## src/design/prqs_pkg.sv

```systemverilog
// Shared types and constants of the ready-queue scheduler.
// Used by the controller, the datapath and the top level.
`timescale 1ns / 1ps

package prqs_pkg;

  // Field widths
  localparam int ID_W          = 5;
  localparam int ACT_W         = 2;
  localparam int RDY_W         = 32;
  localparam int IN_TDATA_W    = 16;
  localparam int OUT_FIELDS_W  = 3 * ID_W + 3 + RDY_W;
  localparam int OUT_TDATA_W   = 56;

  // Operation codes carried on the input tuser
  typedef enum logic [ACT_W-1:0] {
    ACT_INSERT   = 2'd0,
    ACT_REMOVE   = 2'd1,
    ACT_SCHEDULE = 2'd2,
    ACT_NONE     = 2'd3
  } act_e;

  // Controller states
  typedef enum logic [2:0] {
    ST_IDLE,
    ST_INSERT,
    ST_SCHED,
    ST_RM_LOOKUP,
    ST_RM_UNLINK
  } state_e;

  // Commands from controller to datapath
  typedef struct packed {
    logic accept;   // input transfer this cycle: latch fields, issue table reads
    logic rd_level; // read head and tail of the removed thread's level
    logic do_ins;   // link thread at tail of its level
    logic do_sch;   // pick head of highest ready level
    logic do_rm;    // unlink thread from its level
    logic finish;   // result is complete this cycle
  } prqs_cmd_t;

  // Status from datapath to controller
  typedef struct packed {
    logic pend;   // a finished result waits behind the output register
    act_e in_act; // operation code on the input port
  } prqs_sts_t;

endpackage

```

## src/design/prqs_ram.sv

```systemverilog
// Generic single-write, single-read RAM with registered read data.
// No dependencies; holds the scheduler's link tables.
`timescale 1ns / 1ps

module prqs_ram #(
  parameter int WIDTH = 5,
  parameter int DEPTH = 32
) (
  input  logic                     clk_i,
  input  logic                     we_i,
  input  logic [$clog2(DEPTH)-1:0] waddr_i,
  input  logic [WIDTH-1:0]         wdata_i,
  input  logic                     re_i,
  input  logic [$clog2(DEPTH)-1:0] raddr_i,
  output logic [WIDTH-1:0]         rdata_o
);

  logic [WIDTH-1:0] mem_q [DEPTH];
  logic [WIDTH-1:0] rdata_q;

  // Write port
  always_ff @(posedge clk_i) begin
    if (we_i) begin
      mem_q[waddr_i] <= wdata_i;
    end
  end

  // Registered read, held while not enabled
  always_ff @(posedge clk_i) begin
    if (re_i) begin
      rdata_q <= mem_q[raddr_i];
    end
  end

  assign rdata_o = rdata_q;

endmodule

```

## src/design/prqs_ctrl.sv

```systemverilog
// Controller state machine of the ready-queue scheduler.
// Depends on prqs_pkg; drives the datapath through prqs_cmd_t.
`timescale 1ns / 1ps

module prqs_ctrl import prqs_pkg::*; (
  input  logic      clk_i,
  input  logic      rst_ni,
  input  logic      s_valid_i,
  output logic      s_ready_o,
  input  prqs_sts_t sts_i,
  output prqs_cmd_t cmd_o
);

  state_e state_q, state_d;

  // State register
  always_ff @(posedge clk_i or negedge rst_ni) begin
    if (!rst_ni) begin
      state_q <= ST_IDLE;
    end else begin
      state_q <= state_d;
    end
  end

  // Next state and commands
  always_comb begin
    state_d   = state_q;
    cmd_o     = '0;
    s_ready_o = 1'b0;
    case (state_q)
      ST_IDLE: begin
        s_ready_o = !sts_i.pend;
        if (s_valid_i && !sts_i.pend) begin
          cmd_o.accept = 1'b1;
          case (sts_i.in_act)
            ACT_REMOVE:   state_d = ST_RM_LOOKUP;
            ACT_SCHEDULE: state_d = ST_SCHED;
            default:      state_d = ST_INSERT;
          endcase
        end
      end
      ST_INSERT: begin
        cmd_o.do_ins = 1'b1;
        cmd_o.finish = 1'b1;
        state_d      = ST_IDLE;
      end
      ST_SCHED: begin
        cmd_o.do_sch = 1'b1;
        cmd_o.finish = 1'b1;
        state_d      = ST_IDLE;
      end
      ST_RM_LOOKUP: begin
        cmd_o.rd_level = 1'b1;
        state_d        = ST_RM_UNLINK;
      end
      ST_RM_UNLINK: begin
        cmd_o.do_rm  = 1'b1;
        cmd_o.finish = 1'b1;
        state_d      = ST_IDLE;
      end
      default: begin
        state_d = ST_IDLE;
      end
    endcase
  end

endmodule

```

## src/design/prqs_dp.sv

```systemverilog
// Datapath of the ready-queue scheduler: ready bitmap, queued bits,
// link-table RAMs, running thread and output register. Uses prqs_pkg, prqs_ram.
`timescale 1ns / 1ps

module prqs_dp import prqs_pkg::*; #(
  parameter int PRIORITY_LEVELS = 32,
  parameter int THREAD_SLOTS    = 32
) (
  input  logic                   clk_i,
  input  logic                   rst_ni,
  input  prqs_cmd_t              cmd_i,
  output prqs_sts_t              sts_o,
  input  logic [IN_TDATA_W-1:0]  s_tdata_i,
  input  logic [ACT_W-1:0]       s_tuser_i,
  output logic                   m_tvalid_o,
  input  logic                   m_tready_i,
  output logic [OUT_TDATA_W-1:0] m_tdata_o
);

  localparam int PA = $clog2(PRIORITY_LEVELS);
  localparam int TA = $clog2(THREAD_SLOTS);

  // Input fields
  logic [ID_W-1:0] in_tid, in_prio;

  // Latched item
  act_e            act_q;
  logic [ID_W-1:0] tid_q, prio_q;
  logic [PA-1:0]   pick_q;

  // Control state
  logic [PRIORITY_LEVELS-1:0] ready_q, ready_d;
  logic [THREAD_SLOTS-1:0]    queued_q, queued_d;
  logic [ID_W-1:0]            run_tid_q;
  logic                       run_valid_q;
  logic                       out_valid_q, pend_q;
  logic [OUT_FIELDS_W-1:0]    out_q, pend_data_q;

  // Lowest ready level
  logic [PRIORITY_LEVELS-1:0] iso;
  logic [PA-1:0]              low_idx;

  // Table ports
  logic            head_we, tail_we, next_we, prev_we, lvl_we;
  logic [PA-1:0]   head_waddr, tail_waddr, head_raddr, tail_raddr, lvl_wdata, lvl_rd;
  logic [TA-1:0]   next_waddr, prev_waddr, lvl_waddr, tid_raddr;
  logic [ID_W-1:0] head_wdata, tail_wdata, next_wdata, prev_wdata;
  logic [ID_W-1:0] head_rd, tail_rd, next_rd, prev_rd;
  logic            tbl_re;

  // Decisions
  logic [TA-1:0] tid_a;
  logic [PA-1:0] prio_a;
  logic          tid_ok, prio_ok, ins_ok, ins_rb, rm_ok, is_head, is_tail;
  logic          none, sch_sw, out_free;
  logic          r_sw, r_fv, r_nr;
  logic [ID_W-1:0] r_ft, r_tt, r_cp;
  logic [OUT_FIELDS_W-1:0] res;

  assign in_tid  = s_tdata_i[ID_W-1:0];
  assign in_prio = s_tdata_i[2*ID_W-1:ID_W];

  assign sts_o.pend   = pend_q;
  assign sts_o.in_act = act_e'(s_tuser_i);

  // Find lowest set bit: isolate it, then encode the one-hot word
  always_comb begin
    iso     = ready_q & (~ready_q + PRIORITY_LEVELS'(1));
    low_idx = '0;
    for (int i = 0; i < PRIORITY_LEVELS; i++) begin
      if (iso[i]) begin
        low_idx = low_idx | PA'(i);
      end
    end
  end

  // Latch the accepted item
  always_ff @(posedge clk_i) begin
    if (cmd_i.accept) begin
      act_q  <= act_e'(s_tuser_i);
      tid_q  <= in_tid;
      prio_q <= in_prio;
      pick_q <= low_idx;
    end
  end

  // Operation checks
  assign tid_a   = TA'(tid_q);
  assign prio_a  = PA'(prio_q);
  assign tid_ok  = 32'(tid_q) < THREAD_SLOTS;
  assign prio_ok = 32'(prio_q) < PRIORITY_LEVELS;
  assign ins_rb  = ready_q[prio_a];
  assign ins_ok  = cmd_i.do_ins && (act_q == ACT_INSERT) && tid_ok && prio_ok
                   && !queued_q[tid_a];
  assign rm_ok   = cmd_i.do_rm && tid_ok && queued_q[tid_a];
  assign is_head = (head_rd == tid_q);
  assign is_tail = (tail_rd == tid_q);

  // Read addresses: lowest ready level and item fields at accept, stored level during remove lookup
  assign tbl_re     = cmd_i.accept || cmd_i.rd_level;
  assign tid_raddr  = TA'(in_tid);
  assign head_raddr = cmd_i.accept ? low_idx : lvl_rd;
  assign tail_raddr = cmd_i.accept ? PA'(in_prio) : lvl_rd;

  // Table writes, bitmap and queued bits
  always_comb begin
    head_we    = 1'b0;
    head_waddr = prio_a;
    head_wdata = tid_q;
    tail_we    = 1'b0;
    tail_waddr = prio_a;
    tail_wdata = tid_q;
    next_we    = 1'b0;
    next_waddr = TA'(tail_rd);
    next_wdata = tid_q;
    prev_we    = 1'b0;
    prev_waddr = tid_a;
    prev_wdata = tail_rd;
    lvl_we     = 1'b0;
    lvl_waddr  = tid_a;
    lvl_wdata  = prio_a;
    ready_d    = ready_q;
    queued_d   = queued_q;
    if (ins_ok) begin
      // append at tail; a fresh level also gets its head
      tail_we          = 1'b1;
      lvl_we           = 1'b1;
      queued_d[tid_a]  = 1'b1;
      ready_d[prio_a]  = 1'b1;
      if (ins_rb) begin
        next_we = 1'b1;
        prev_we = 1'b1;
      end else begin
        head_we = 1'b1;
      end
    end
    if (rm_ok) begin
      queued_d[tid_a] = 1'b0;
      if (is_head && is_tail) begin
        ready_d[lvl_rd] = 1'b0;
      end else if (is_head) begin
        head_we    = 1'b1;
        head_waddr = lvl_rd;
        head_wdata = next_rd;
      end else if (is_tail) begin
        tail_we    = 1'b1;
        tail_waddr = lvl_rd;
        tail_wdata = prev_rd;
      end else begin
        // bridge neighbors around the thread
        next_we    = 1'b1;
        next_waddr = TA'(prev_rd);
        next_wdata = next_rd;
        prev_we    = 1'b1;
        prev_waddr = TA'(next_rd);
        prev_wdata = prev_rd;
      end
    end
  end

  // Schedule decision and result fields
  always_comb begin
    none   = ~|ready_q;
    sch_sw = cmd_i.do_sch && !none && (!run_valid_q || (run_tid_q != head_rd));
    r_sw   = sch_sw;
    r_fv   = sch_sw && run_valid_q;
    r_ft   = (sch_sw && run_valid_q) ? run_tid_q : '0;
    r_tt   = (cmd_i.do_sch && !none) ? head_rd : '0;
    r_cp   = (cmd_i.do_sch && !none) ? ID_W'(pick_q) : '0;
    r_nr   = cmd_i.do_sch && none;
    res    = {RDY_W'(ready_d), r_nr, r_cp, r_tt, r_ft, r_fv, r_sw};
  end

  // Control registers
  assign out_free = !out_valid_q || m_tready_i;

  always_ff @(posedge clk_i or negedge rst_ni) begin
    if (!rst_ni) begin
      ready_q     <= '0;
      queued_q    <= '0;
      run_tid_q   <= '0;
      run_valid_q <= 1'b0;
      out_valid_q <= 1'b0;
      pend_q      <= 1'b0;
    end else begin
      ready_q  <= ready_d;
      queued_q <= queued_d;
      if (sch_sw) begin
        run_tid_q   <= head_rd;
        run_valid_q <= 1'b1;
      end
      // output register with one waiting slot behind it
      if (cmd_i.finish) begin
        if (out_free) begin
          out_valid_q <= 1'b1;
        end else begin
          pend_q <= 1'b1;
        end
      end else if (pend_q && out_free) begin
        out_valid_q <= 1'b1;
        pend_q      <= 1'b0;
      end else if (m_tready_i) begin
        out_valid_q <= 1'b0;
      end
    end
  end

  // Result payload
  always_ff @(posedge clk_i) begin
    if (cmd_i.finish) begin
      if (out_free) begin
        out_q <= res;
      end else begin
        pend_data_q <= res;
      end
    end else if (pend_q && out_free) begin
      out_q <= pend_data_q;
    end
  end

  assign m_tvalid_o = out_valid_q;
  assign m_tdata_o  = {(OUT_TDATA_W - OUT_FIELDS_W)'(0), out_q};

  // Link tables
  prqs_ram #(.WIDTH(ID_W), .DEPTH(PRIORITY_LEVELS)) u_head (
    .clk_i, .we_i(head_we), .waddr_i(head_waddr), .wdata_i(head_wdata),
    .re_i(tbl_re), .raddr_i(head_raddr), .rdata_o(head_rd)
  );

  prqs_ram #(.WIDTH(ID_W), .DEPTH(PRIORITY_LEVELS)) u_tail (
    .clk_i, .we_i(tail_we), .waddr_i(tail_waddr), .wdata_i(tail_wdata),
    .re_i(tbl_re), .raddr_i(tail_raddr), .rdata_o(tail_rd)
  );

  prqs_ram #(.WIDTH(ID_W), .DEPTH(THREAD_SLOTS)) u_next (
    .clk_i, .we_i(next_we), .waddr_i(next_waddr), .wdata_i(next_wdata),
    .re_i(cmd_i.accept), .raddr_i(tid_raddr), .rdata_o(next_rd)
  );

  prqs_ram #(.WIDTH(ID_W), .DEPTH(THREAD_SLOTS)) u_prev (
    .clk_i, .we_i(prev_we), .waddr_i(prev_waddr), .wdata_i(prev_wdata),
    .re_i(cmd_i.accept), .raddr_i(tid_raddr), .rdata_o(prev_rd)
  );

  prqs_ram #(.WIDTH(PA), .DEPTH(THREAD_SLOTS)) u_level (
    .clk_i, .we_i(lvl_we), .waddr_i(lvl_waddr), .wdata_i(lvl_wdata),
    .re_i(cmd_i.accept), .raddr_i(tid_raddr), .rdata_o(lvl_rd)
  );

endmodule

```

## src/design/priority_ready_queue_scheduler.sv

```systemverilog
// Insert and no-op finish in ST_INSERT, schedule in ST_SCHED; remove goes through
// ST_RM_LOOKUP then ST_RM_UNLINK, for a dependent read of the thread's level and
// then of that level's head and tail in the registered-read link tables. Items are
// taken only in ST_IDLE, so each one finishes before the next; a result waiting at
// the output lets one more item in. Reset clears the bitmap, queued bits, running
// thread and handshake state at once; link tables are not cleared.
`timescale 1ns / 1ps

module priority_ready_queue_scheduler import prqs_pkg::*; #(
  parameter int PRIORITY_LEVELS = 32,
  parameter int THREAD_SLOTS    = 32
) (
  input  logic                   clk_i,
  input  logic                   rst_ni,
  input  logic                   s_axis_tvalid,
  output logic                   s_axis_tready,
  input  logic [IN_TDATA_W-1:0]  s_axis_tdata,  // thread_id[4:0], priority_level[9:5]
  input  logic [ACT_W-1:0]       s_axis_tuser,  // action[1:0]
  output logic                   m_axis_tvalid,
  input  logic                   m_axis_tready,
  output logic [OUT_TDATA_W-1:0] m_axis_tdata   // switch_now[0], from_valid[1],
                                                // old_thread[6:2], new_thread[11:7],
                                                // chosen_priority[16:12],
                                                // none_ready[17], ready_levels[49:18]
);

  prqs_cmd_t cmd;
  prqs_sts_t sts;

  prqs_ctrl u_ctrl (
    .clk_i,
    .rst_ni,
    .s_valid_i(s_axis_tvalid),
    .s_ready_o(s_axis_tready),
    .sts_i    (sts),
    .cmd_o    (cmd)
  );

  prqs_dp #(
    .PRIORITY_LEVELS(PRIORITY_LEVELS),
    .THREAD_SLOTS   (THREAD_SLOTS)
  ) u_dp (
    .clk_i,
    .rst_ni,
    .cmd_i     (cmd),
    .sts_o     (sts),
    .s_tdata_i (s_axis_tdata),
    .s_tuser_i (s_axis_tuser),
    .m_tvalid_o(m_axis_tvalid),
    .m_tready_i(m_axis_tready),
    .m_tdata_o (m_axis_tdata)
  );

endmodule

```

## config.mk

```make
export PLATFORM = sky130hd
export DESIGN_NAME = priority_ready_queue_scheduler
export DESIGN_NICKNAME = d
export VERILOG_FILES = /design/src/design/prqs_pkg.sv /design/src/design/prqs_ram.sv /design/src/design/prqs_ctrl.sv /design/src/design/prqs_dp.sv /design/src/design/priority_ready_queue_scheduler.sv
export SDC_FILE = /design/constraint.sdc
export NUM_CORES = 1
export LEC_CHECK = 0
export BUFFER_PORTS_ARGS = -buffer_cell sky130_fd_sc_hd__buf_2
export CAP_MARGIN = 20
export CORE_MARGIN = 3
export CORE_UTILIZATION = 45
export CTS_CLUSTER_SIZE = 40
export DETAILED_ROUTE_END_ITERATION = 12
export PLACE_DENSITY_LB_ADDON = 0.15
export SYNTH_ARGS = -nofsm -noshare
export SYNTH_HDL_FRONTEND = slang
export SYNTH_SLANG_ARGS = --single-unit
```

## constraint.sdc

```tcl
create_clock -name clk_i -period 3.8 [get_ports clk_i]
set_clock_uncertainty 0.1 [all_clocks]
set_input_delay 0 -clock clk_i [delete_from_list [all_inputs] [get_ports clk_i]]
set_output_delay 0 -clock clk_i [all_outputs]
set_load 0.01 [all_outputs]
```

==> flow_metrics.env <==
export IMPL_status="finished with violations"
export IMPL_failed_checks="negative setup slack"
export IMPL_synth_main_ff_cell="edfxtp_1"
export IMPL_routabilityCongestion=0.922
export IMPL_ant_nets=0
export IMPL_period_minus_slack_ns=3.82
export IMPL_clock_sinks=1017
export IMPL_async_flop_share=0.0737
export IMPL_drt_iter0_drc=1976
export IMPL_synth_top_area_frac=0.687
export IMPL_cp_start_kind="flop"
export IMPL_cts_max_level=3
export IMPL_drive_above_1_share=0.331
export IMPL_reg2reg_slack_ns=-0.02
export IMPL_drv_cap=0
export IMPL_worst_slew_pin_slew_ns=0.966
export IMPL_synthTopCellsByCount="edfxtp_1, nor2_1, mux4_2"
export IMPL_yosys_warnings=0
export IMPL_vias=22800
export IMPL_cts_root_buf="clkbuf_16"
export IMPL_grt_util_met1=0.292
export IMPL_fin_crit_sh=1.01
export IMPL_cts_tree="built"
export IMPL_drv_slew=0
export IMPL_dieArea_sq_mm=0.0952
export IMPL_worstReg2RegEnd="u_dp.u_head.rdata_o[1]"
export IMPL_path_cells="or4_4, or4_4, or4_4, o311a_4, a21oi_4, mux2_4, a221o_1, a22oi_2, nand4_1"
export IMPL_fillers=7078
export IMPL_critPathMaxFanout=4
export IMPL_met2_usage=0.362
export IMPL_synth_edf_count=942
export IMPL_hp_class="in -> reg"
export IMPL_synth_cell_type_count=67
export IMPL_cpMostUsedCell="or4_4"
export IMPL_synth_seq_cells=1017
export IMPL_clk_pin_slew_worst_paths_ns=0.06
export IMPL_port_buffers=67
export IMPL_finalNonFillerCells=3978
export IMPL_clock_path_buffers=3
export IMPL_fmaxAchievable_mhz=261
export IMPL_syn_cell_area_sq_mm=0.0412
export IMPL_final_setup_viol_count=2
export IMPL_antenna_found_initial=0
export IMPL_start_util=0.455
export IMPL_worst_path_stages=9
export IMPL_max_slew_margin_rel=0.355
export IMPL_chipHeight_microns=309
export IMPL_crit_start="u_dp.ready_q[8]"
export IMPL_reg2reg_from="u_dp.ready_q[8]"
export IMPL_met3_usage=0.0322
export IMPL_endpoint_kind="flop"
export IMPL_final_cell_area_sq_mm=0.0493
export IMPL_grt_usage=0.213
export IMPL_cp_required_ns=4.09
export IMPL_postSynthAreaPerCell_sq_um=17.5
export IMPL_finalWirelength_mm=100
export IMPL_die_w_microns=309
export IMPL_hold_viol=0
export IMPL_yosysSeqAreaShare=0.732
export IMPL_numCtsBuffers=104
export IMPL_ff2ff_path_depth=9
export IMPL_rows=110
export IMPL_busiest_layer="met2"
export IMPL_clk_latency_ns=0.67
export IMPL_drc=0
export IMPL_synth_area_leaders="edfxtp_1, mux4_2, dfrtp_1, nor2_1, mux2_2"
export IMPL_ios=80
export IMPL_drt_pass1_iterations=5
export IMPL_rsz0062_at_grt="yes"
export IMPL_synthCells=2354
export IMPL_areaGrowthSynthToFinish_pct=19.6
export IMPL_p_per_area_mw_per_mm2=659
export IMPL_routedWlPerCell_microns=25.1
export IMPL_placed_cells=3755
export IMPL_finalCoreUtilization=0.545
export IMPL_avgViaCountPerCell=5.72
export IMPL_whs_ns=0.0189
export IMPL_grt_max_degree=60
export IMPL_grt_pass1_wl_mm=152
export IMPL_ir_drop_v=0.000393
export IMPL_placed_area_sq_mm=0.0451
export IMPL_cp_top_family="simple AND/OR/NAND/NOR gates"
export IMPL_yosysMostFrequentCell="edfxtp_1"
export IMPL_slowest_delay_ns=0.56
export IMPL_finalWorstSetupSlack_ns=-0.0245
export IMPL_arrival_ns=4.12
export IMPL_final_nets=2745
export IMPL_critical_path_class="reg -> reg"
export IMPL_worstSetupEndpoint="u_dp.u_head.rdata_o[1]"
export IMPL_core_sq_mm=0.0904
export IMPL_power_uw=32500
export IMPL_overflow=0
export IMPL_yosysTopAreaCell="edfxtp_1"
export IMPL_grt_pass1_vias=23500
export IMPL_p_leak_uw=0.0169
export IMPL_crit_slowest_cell="or4_4"
export IMPL_dp_hpwl_mm=66.9
export IMPL_critical_path_buf_inv_count=0
area by class of cell:
cell class	count	area [sq um]	area share
multi-input combinational	1194	10900	0.222
tap	1176	1470	0.0299
sequential	1017	30200	0.612
clock inverter	58	652	0.0132
antenna	1	2.50	0.0000508
clock buffer	127	2740	0.0556
timing repair buffer	382	3210	0.0652
inverter	23	88.8	0.00180
metal layers:
metal,vias to the layer above,part of all wire
li1,10100,-
met1,11900,0.42
met2,690,0.50
met4,0,0.020
met5,-,0
met3,128,0.053
worst min-delay path by stage:
stage                     cells after the start            start  slack [ns]           endpoint
final                                         2  s_axis_tdata[2]        0.02  u_dp.lvl_waddr[2]
after global routing                          2  s_axis_tdata[2]        0.04  u_dp.lvl_waddr[2]
after CTS                                     2  s_axis_tdata[2]       0.008  u_dp.lvl_waddr[2]
after detailed placement                      1           rst_ni        0.02    u_dp.m_tvalid_o
after global placement                        1           rst_ni       0.009  u_dp.run_tid_q[3]
after floorplan                               0           rst_ni       -0.40  u_ctrl.state_q[0]
timing repair:
| item | in CTS | in global routing |
|---|---|---|
| pin swaps | 12 | 13 |
| hold endpoints to repair | 105 | 0 |
| setup buffers | 5 | 10 |
| setup endpoints to repair | 625 | 529 |
| gates resized for setup | 28 | 61 |
| hold buffers | 18 | 0 |
| cloned | 2 | 2 |
flip-flops by register name, indices dropped and copies added (netlist names), 32 cells and up:
name	cells
u_dp.u_prev.mem_q	160
u_dp.pend_data_q	50
u_dp.u_head.mem_q	160
u_dp.u_tail.mem_q	160
u_dp.out_q	50
u_dp.u_level.mem_q	160
u_dp.queued_q	32
u_dp.u_next.mem_q	160
u_dp.ready_q	32
stage by stage:
stage / worst slack (ns) / TNS, ns
after detailed placement: -0.233 / -42.73
after global placement: -0.156 / -11.68
after CTS: -0.0799 / -0.133
final: -0.0245 / -0.0252
after floorplan: -0.0730 / -1.31
after global routing: -0.152 / -1.39
logic make-up after synthesis:
| kind of cell | after synthesis | synth area share |
|---|---|---|
| multiplexers | 326 | 0.144 |
| AND/OR/NAND/NOR | 627 | 0.0699 |
| buffers and inverters | 149 | 0.0146 |
| adder cells (fa/ha/maj) | 1 | 0.000304 |
| flip-flops | 1017 | 0.732 |
| XOR/XNOR | 16 | 0.00340 |
| AO/OA/AOI/OAI | 217 | 0.0349 |
| other | 1 | 0.0000911 |
where the power goes:
part | total, uW | switching (uW) | internal [uW]
Combinational | 7970 | 4740 | 3230
Sequential | 14400 | 581 | 13800
Clock | 10100 | 4130 | 6000
Total | 32500 | 9450 | 23000
cell usage in the layout (no fill, tap or decap), types with 21 or more instances in the layout:
cell,Yosys,layout
edfxtp_1,942,942
mux2_2,62,56
o22a_1,32,32
nor2_2,0,53
and2_1,23,21
nor2_1,217,150
mux2i_1,56,44
dfrtp_1,75,75
mux4_2,208,208
nand2_1,184,182
a21o_1,25,25
clkbuf_16,0,107
nand3_1,79,70
buf_12,0,29
buf_2,8,64
buf_4,7,264
a21oi_1,77,73
Power figures use the tool's default switching activity.
